### config.mk
export PLATFORM = sky130hd
export DESIGN_NAME = rlzdd_out_stage
export DESIGN_NICKNAME = d
export VERILOG_FILES = /design/src/rtl/rlzdd_pkg.sv /design/src/rtl/rlzdd_out_stage.sv
export SDC_FILE = /design/constraint.sdc
export NUM_CORES = 1
export LEC_CHECK = 0
export BUFFER_PORTS_ARGS = -buffer_cell sky130_fd_sc_hd__buf_2
export CORE_AREA = 2 2 39 41
export DETAILED_ROUTE_END_ITERATION = 6
export DIE_AREA = 0 0 41 43
export GPL_TIMING_DRIVEN = 0
export HOLD_SLACK_MARGIN = 0.08
export PLACE_DENSITY = 0.76
export SYNTH_ARGS = -nofsm -noshare
export SYNTH_HDL_FRONTEND = slang
export SYNTH_SLANG_ARGS = --single-unit
### constraint.sdc
create_clock -name clock -period 2.7 [get_ports clock]
set_input_delay 0.54 -clock clock [delete_from_list [all_inputs] [get_ports clock]]
set_output_delay 0.54 -clock clock [all_outputs]
set_load 0.005 [all_outputs]
### src/rtl/rlzdd_pkg.sv
// Shared types and constants of the dictionary/run-length/back-reference decompressor.
package rlzdd_pkg;

   // History memory: one byte per output position
   localparam int HistDepth = 65536;
   localparam int HistAw = $clog2(HistDepth);

   // Word table kept as bytes, low byte at even address
   localparam int TableBytes = 128;
   localparam int TableAw = $clog2(TableBytes);

   // Output position, copy address and limit width
   localparam int PosW = 17;

   // Control byte layout
   localparam int CountW = 6;
   localparam logic [7:0] CountMask = 8'h3F;

   // Configuration port
   localparam int CsrAw = 3;
   localparam int CsrDw = 32;
   localparam logic [0:0] RegOutputLimit = 1'b0;
   localparam logic [PosW-1:0] LimitReset = 17'h10000;

   // Stream widths
   localparam int ReqDw = 8;
   localparam int RspDw = 16;

   typedef enum logic [1:0] {
      ERR_NONE  = 2'd0,
      ERR_TRUNC = 2'd1,
      ERR_HIST  = 2'd2,
      ERR_LIMIT = 2'd3
   } err_type;

   typedef enum logic [1:0] {
      MODE_LITERAL = 2'd0,
      MODE_RUN     = 2'd1,
      MODE_COPY    = 2'd2,
      MODE_WORD    = 2'd3
   } mode_type;

   typedef enum logic [3:0] {
      ST_HEADER,
      ST_CONTROL,
      ST_LITERAL,
      ST_RUNVAL,
      ST_ADDRLO,
      ST_ADDRHI,
      ST_RUN,
      ST_COPY_RD,
      ST_COPY_EMIT,
      ST_WORD_LO,
      ST_WORD_HI,
      ST_STATUS,
      ST_DONE
   } state_type;

   // One result headed for the output register
   typedef struct packed {
      logic    en;
      logic [7:0] data;
      logic    vld;
      logic    last;
      logic    done;
      err_type code;
   } emit_type;

endpackage

### src/rtl/rlzdd_out_stage.sv
// Output register of the result stream, parting the sequencer from the consumer.
module rlzdd_out_stage (
   input  logic                           clock,
   input  logic                           reset,
   input  rlzdd_pkg::emit_type            emit,
   output logic                           free,
   output logic                           rsp_tvalid,
   input  logic                           rsp_tready,
   // [7:0] out_byte, [8] stream_done, [10:9] error_code, [15:11] zero
   output logic [rlzdd_pkg::RspDw-1:0]    rsp_tdata,
   // [0] out_valid
   output logic                           rsp_tuser,
   output logic                           rsp_tlast
);

   logic                valid_ff;
   logic                valid_in;
   rlzdd_pkg::emit_type res_ff;

   // Slot is free when empty or being drained this cycle
   assign free = !valid_ff || rsp_tready;
   assign valid_in = free ? emit.en : valid_ff;

   always_ff @(posedge clock) begin
      if (reset) begin
         valid_ff <= 1'b0;
      end else begin
         valid_ff <= valid_in;
      end
   end

   // Load a new item only into a free slot
   always_ff @(posedge clock) begin
      if (free && emit.en) begin
         res_ff <= emit;
      end
   end

   assign rsp_tvalid = valid_ff;
   assign rsp_tdata = {5'd0, res_ff.code, res_ff.done, res_ff.data};
   assign rsp_tuser = res_ff.vld;
   assign rsp_tlast = res_ff.last;

endmodule

==> metrics.log, run 1 <==
INFO  metric run_status = complete, no violations
INFO  metric path_buf_inv = 2
INFO  metric hold_ws = 0.427 ns
INFO  metric setup_violations = 0
INFO  metric cts_resized = 0
INFO  metric regToRegSetupSlack = 1.74 ns
INFO  metric n_fill_cell = 115
INFO  metric timing.critical_path.fanout_max = 3
INFO  metric total_power = 0.413 mW
INFO  metric areaGrowthSynthToFinish = 44.5%
INFO  metric grt_setup_unrepaired = false
INFO  metric cts.hold.buffers_added = 0
INFO  metric vias = 317
INFO  metric max_stage_delay = 0.14 ns
INFO  metric share_of_the_synthesized_area_in_the_top_cell_type = 80.2%
INFO  metric grt_start_max_net_pins = 14
INFO  metric antenna_found_initial = 0
INFO  metric drive_above_1_share = 66.7%
INFO  metric clockRootBuffer = clkbuf_4
INFO  metric final-hold-violation-count = 0
INFO  metric synth.avg_cell_area = 20.3 um2
INFO  metric finalCritPeriodShare = 53.1%
INFO  metric postSynthCellCount = 24
INFO  metric synth_area_leaders = edfxtp_1, buf_4, dfxtp_1
INFO  metric ios = 37
INFO  metric path_class = input port to primary output
INFO  metric grt_usage = 10.7%
INFO  metric synth-seq-cells = 14
INFO  metric clock_tree.htree_level_count = 1
INFO  metric grt_most_used_layer = met2
INFO  metric timing.critical_path.from_type = input port
INFO  metric path_cells = buf_2, nand2b_4, buf_2
INFO  metric drcViolationCount = 0
INFO  metric vdd_drop_max = 0.339 mV
INFO  metric pwr-share-comb = 10.0%
INFO  metric finalWorstPathRequiredPeriod = 1.43 ns
INFO  metric die_height = 43 um
INFO  metric clock_sink_count = 14
INFO  metric cts_made_buffers = 3
INFO  metric crit_required = 2.16 ns
INFO  metric number_of_vias_per_cell_after_detailed_routing = 4.01
INFO  metric fp-row-count = 14
INFO  metric final-instance-count-excl-fill = 79
INFO  metric intPower = 0.332 mW
INFO  metric drt_pre_antenna_iters = 2
INFO  metric die_w = 41 um
INFO  metric postCtsSetupRepairBufs = 0
INFO  metric wire_per_inst = 10.7 um
INFO  metric core_area = 0.00138 mm2
INFO  metric cap_violations = 0
INFO  metric io_buffers = 31
INFO  metric tritoncts = built
INFO  metric cp_slowest_cell = nand2b_4
INFO  metric leakage = 0.333 nW
INFO  metric synth_top_cell_by_area = edfxtp_1
INFO  metric routed_wirelength = 842 um
INFO  metric fin_nets = 81
INFO  metric floorplan_die_area = 0.00176 mm2
INFO  metric clock.fmax = 697 MHz
INFO  metric syn-cell-area = 487 um2
INFO  metric placed_cells_incl_taps = 75
INFO  metric end_kind = primary output
INFO  metric seqPwrFrac = 61.8%
INFO  metric clkSlewWorstSetupHoldPaths = 0.07 ns
INFO  metric fin_worst_skew = 0.00736 ns
INFO  metric grt_first_pass_wirelength = 1250 um
INFO  metric antenna_cells = 0
INFO  metric netSwitchingFraction = 19.5%
INFO  metric layout.cells.most_common_list = buf_2, edfxtp_1, buf_4, conb_1, clkbuf_4
INFO  metric power_per_cell_area = 587 mW/mm2
INFO  metric power.clock.fraction = 28.2%
INFO  metric place_congestion = 0.580
INFO  metric initial_utilization = 35.2%
INFO  metric detailed_placement_hpwl = 672 um
INFO  metric critPathTopFamily = buffers and inverters
INFO  metric data_arrival_time_of_the_critical_path = 0.89 ns
INFO  metric clk_path_buf_depth = 2
INFO  metric grt_use_met3 = 3.66%
INFO  metric grt_pass1_vias = 313
INFO  metric mostFrequentLayoutCell = buf_2
INFO  metric total_switching_power = 0.0803 mW
INFO  metric clkLatencyLatePin = 0.27 ns
INFO  metric fin_tns_setup = 0 ns
INFO  metric drt_iter0_drc = 1
INFO  metric worstHoldPathType = input port to register
INFO  metric report.final.slew_viol_count = 0
INFO  metric drtAntennaViolNets = 0
INFO  metric fraction_of_the_yosys_area_taken_by_sequential_cells = 84.3%
INFO  metric yosysWarnings = 0
INFO  metric gr-usage-met2 = 16.9%
INFO  metric critical_path.most_common_cell = buf_2
INFO  metric gr-total-overflow = 0
INFO  metric globalRouteMet1Util = 11.9%
INFO  metric netlist-cell-type-count = 8
==> synthesized netlist by cell type <==
master	count
and2_4	1
edfxtp_1	13
a21oi_2	1
nand2b_4	1
inv_1	1
dfxtp_1	1
conb_1	1
buf_4	5
==> registers in the layout, summed over array words and instances (netlist names) <==
signal      flops
rsp_tvalid      1
rsp_tuser       1
rsp_tdata      11
rsp_tlast       1
==> kinds of logic after synthesis <==
logic type / share of synthesized area, %
other: 0.770
and+or+nand+nor: 4.63
AOI/OAI and AO/OA: 1.80
buffers and inverters: 8.48
DFF: 84.3
==> worst register-to-register path, delay by kind of cell, from the launching register on <==
kind / cells / cell delay [ns]
DFF: 1 / 0.34
and+or+nand+nor: 2 / 0.33
==> per-layer routing <==
| metal | routed length (um) | part of all wire, % |
|---|---|---|
| met4 | 7 | 0.83 |
| met3 | 144 | 17 |
| met5 | 0 | 0 |
| met2 | 388 | 46 |
| met1 | 302 | 36 |
==> layout make-up <==
| cell class | instances | area (um2) | area share (%) |
|---|---|---|---|
| sequential | 14 | 410 | 58.4 |
| timing repair buffer | 31 | 155 | 22.1 |
| tap | 16 | 20.0 | 2.85 |
| inverter | 1 | 3.75 | 0.534 |
| buffer | 5 | 37.5 | 5.34 |
| multi-input combinational | 8 | 50.0 | 7.12 |
| clock buffer | 4 | 26.3 | 3.74 |
==> power groups by stage <==
stage          registers (mW)  logic, mW  clock network, mW
2_1_floorplan           0.262     0.0145                  0
3_3_place_gp            0.260     0.0402                  0
3_5_place_dp            0.260     0.0417                  0
4_1_cts                 0.255     0.0419              0.120
5_1_grt                 0.256     0.0468              0.127
6_report                0.255     0.0413              0.116
==> through the flow <==
stage / worst slack (ns) / utilization [%] / area (um2)
final: 1.27 / 50.8 / 703
after global routing: 1.25 / 50.8 / 703
after CTS: 1.26 / 50.8 / 703
after detailed placement: 1.27 / 48.9 / 677
after global placement: 1.27 / 48.9 / 677
after floorplan: 1.49 / - / 502
==> final timing paths <==
| check | from | to | cells after the start |
|---|---|---|---|
| max reg2reg | rsp_tvalid$_SDFFE_PP0P_ | rsp_tdata[2]$_DFFE_PP_ | 2 |
| min | reset | rsp_tvalid$_SDFFE_PP0P_ | 2 |
| max | rsp_tready | free | 3 |
| min reg2reg | rsp_tvalid$_SDFFE_PP0P_ | rsp_tvalid$_SDFFE_PP0P_ | 2 |
No activity file was read; power rests on OpenSTA's default activity.
==> run 2, diff against run 1 <==
--- a/config.mk
+++ b/config.mk
@@ -6,12 +6,12 @@
 export NUM_CORES = 1
 export LEC_CHECK = 0
 export BUFFER_PORTS_ARGS = -buffer_cell sky130_fd_sc_hd__buf_2
-export CORE_AREA = 2 2 39 41
+export CORE_MARGIN = 2
+export CORE_UTILIZATION = 36
 export DETAILED_ROUTE_END_ITERATION = 6
-export DIE_AREA = 0 0 41 43
 export GPL_TIMING_DRIVEN = 0
 export HOLD_SLACK_MARGIN = 0.08
-export PLACE_DENSITY = 0.76
+export PLACE_DENSITY = 0.75
 export SYNTH_ARGS = -nofsm -noshare
 export SYNTH_HDL_FRONTEND = slang
 export SYNTH_SLANG_ARGS = --single-unit
==> constraint.sdc (replaced) <==
create_clock -name clock -period 1.5 [get_ports clock]
set_input_delay 0.3 -clock clock [delete_from_list [all_inputs] [get_ports clock]]
set_output_delay 0.3 -clock clock [all_outputs]
set_load 0.005 [all_outputs]
==> run 2 against run 1 <==
Global-route usage grew 0.12 points. Sequential share of layout area grew 0.10 points. Register-to-register slack lost 1.2 ns. Critical path depth shrank 1. Clock skew grew 0.0065 ns. Worst hold slack lost 0.25 ns. Non-clock buffer count is the same. Power grew 80%. Setup slack lost 0.89 ns. Sequential cell count is the same. Sequential power grew 80%.
==> metrics.log, run 2 (synthesis gave the netlist of run 1 again) <==
INFO  metric layout.cells.most_common_list = buf_2, edfxtp_1, buf_4, conb_1, clkbuf_4
INFO  metric drcViolationCount = 0 (unchanged)
INFO  metric clk_path_buf_depth = 2 (unchanged)
INFO  metric clock.fmax = 889 MHz
INFO  metric grt_first_pass_wirelength = 1080 um (-14%)
INFO  metric power.clock.fraction = 28.3% (about the same)
INFO  metric die_height = 40.8 um (-5.2%)
INFO  metric seqPwrFrac = 61.7% (about the same)
INFO  metric regArea = 410 um2 (unchanged)
INFO  metric cap_violations = 0 (unchanged)
INFO  metric postCtsSetupRepairBufs = 0 (unchanged)
INFO  metric final-hold-violation-count = 0 (unchanged)
INFO  metric cts_made_buffers = 3 (unchanged)
INFO  metric core_area = 0.00128 mm2 (-7.1%)
INFO  metric data_arrival_time_of_the_critical_path = 0.82 ns (-0.07 ns)
INFO  metric fin_nets = 81 (unchanged)
INFO  metric io_buffers = 31 (unchanged)
INFO  metric worstHoldPathType = input port to register
INFO  metric finalCritPeriodShare = 75.0%
INFO  metric grt_setup_unrepaired = false
INFO  metric dpl_cell_area = 676 um2 (-0.18%)
INFO  metric cts_resized = 0 (unchanged)
INFO  metric netSwitchingFraction = 20.4% (+0.98 points)
INFO  metric antenna_found_initial = 0 (unchanged)
INFO  metric finalWorstPathRequiredPeriod = 1.12 ns
INFO  metric grt_pass1_vias = 264 (-16%)
INFO  metric pwr-share-comb = 10.0% (about the same)
INFO  metric total_power = 0.744 mW (+80%)
INFO  metric path_class = register to primary output
INFO  metric crit_required = 1.20 ns (-0.96 ns)
INFO  metric fin_tns_setup = 0 ns (unchanged)
INFO  metric largest_reg_flops = 11 (unchanged)
INFO  metric routed_wirelength = 853 um (+1.3%)
INFO  metric drt_iter0_drc = 3 (+2)
INFO  metric clock_tree.htree_level_count = 1 (unchanged)
INFO  metric cts.hold.buffers_added = 0 (unchanged)
INFO  metric leakage = 0.334 nW (+0.12%)
INFO  metric report.final.slew_viol_count = 0 (unchanged)
INFO  metric timing.critical_path.from_type = register
INFO  metric vdd_drop_max = 0.525 mV (+55%)
INFO  metric final_cell_area = 702 um2 (-0.18%)
INFO  metric power_per_cell_area = 1060 mW/mm2 (+81%)
INFO  metric drive_above_1_share = 66.7% (unchanged)
INFO  metric end_kind = primary output
INFO  metric mostFrequentLayoutCell = buf_2
INFO  metric floorplan_die_area = 0.00166 mm2 (-5.7%)
INFO  metric timing.critical_path.fanout_max = 3 (unchanged)
INFO  metric post-route-util = 54.6% (+3.8 points)
INFO  metric ios = 37 (unchanged)
INFO  metric gr-total-overflow = 0 (unchanged)
INFO  metric intPower = 0.592 mW (+78%)
INFO  metric clkSlewWorstSetupHoldPaths = 0.07 ns (about the same)
INFO  metric drtAntennaViolNets = 0 (unchanged)
INFO  metric fin_worst_skew = 0.0138 ns (+0.00646 ns)
INFO  metric antenna_cells = 0 (unchanged)
INFO  metric wire_per_inst = 10.9 um (+2.6%)
INFO  metric place_congestion = 0.620 (+7.0%)
INFO  metric total_switching_power = 0.152 mW (+89%)
INFO  metric tritoncts = built
INFO  metric number_of_vias_per_cell_after_detailed_routing = 3.85 (-4.1%)
INFO  metric clockRootBuffer = clkbuf_4
INFO  metric grt_start_max_net_pins = 14 (unchanged)
INFO  metric drt_pre_antenna_iters = 2 (unchanged)
INFO  metric initial_utilization = 37.9% (+2.7 points)
INFO  metric setup_violations = 0 (unchanged)
INFO  metric hold_ws = 0.182 ns (-0.245 ns)
INFO  metric areaGrowthSynthToFinish = 44.2%
INFO  metric area_taken_by_multi_input_logic_gates = 50.0 um2 (unchanged)
INFO  metric run_status = complete, no violations
INFO  metric die_w = 40.8 um (-0.56%)
INFO  metric clkLatencyLatePin = 0.28 ns (about the same)
INFO  metric n_fill_cell = 118 (+2.6%)
INFO  metric clock_sink_count = 14 (unchanged)
INFO  metric grt_usage = 10.8% (+0.12 points)
INFO  metric vias = 300 (-5.4%)
INFO  metric fp-row-count = 13 (-1)
-- run 2: area by class of cell --
cell class / count / share of cell area (%)
clock inverter: 1 / 0.535
inverter: 1 / 0.535
tap: 15 / 2.67
buffer: 5 / 5.35
multi-input combinational: 8 / 7.13
timing repair buffer: 31 / 22.1
clock buffer: 3 / 3.21
sequential: 14 / 58.5
-- run 2: path summary, 6_finish.rpt --
kind / startpoint / to / slack, ns / cells after the start
worst min register to register: rsp_tvalid$_SDFFE_PP0P_ / rsp_tvalid$_SDFFE_PP0P_ / 0.50 / 2
worst min-delay path: reset / rsp_tvalid$_SDFFE_PP0P_ / 0.18 / 2
worst max register to register: rsp_tvalid$_SDFFE_PP0P_ / rsp_tdata[7]$_DFFE_PP_ / 0.55 / 2
worst max-delay path: rsp_tvalid$_SDFFE_PP0P_ / free / 0.38 / 2
-- run 2: critical path: stages (launching register included) --
cell and delay, ns:
dfxtp_1 0.37, nand2b_4 0.07, buf_2 0.12
-- run 2: power by group through the flow --
stage | Clock [mW] | Sequential (mW) | Combinational [mW]
4_1_cts | 0.216 | 0.459 | 0.0755
6_report | 0.210 | 0.459 | 0.0743
5_1_grt | 0.230 | 0.461 | 0.0842
3_5_place_dp | 0 | 0.468 | 0.0753
2_1_floorplan | 0 | 0.472 | 0.0261
3_3_place_gp | 0 | 0.467 | 0.0730
-- run 2: metal layers --
metal	wire [um]	track usage [%]
met1	334	12.5
met2	404	15.5
met3	114	5.43
met4	0	7.50
met5	0	0
-- run 2: per-stage QoR --
stage                     instances  setup slack [ns]
after floorplan                  28             0.559
after global placement           74             0.451
after detailed placement         74             0.437
after CTS                        78             0.358
after global routing             78             0.335
final                            78             0.375
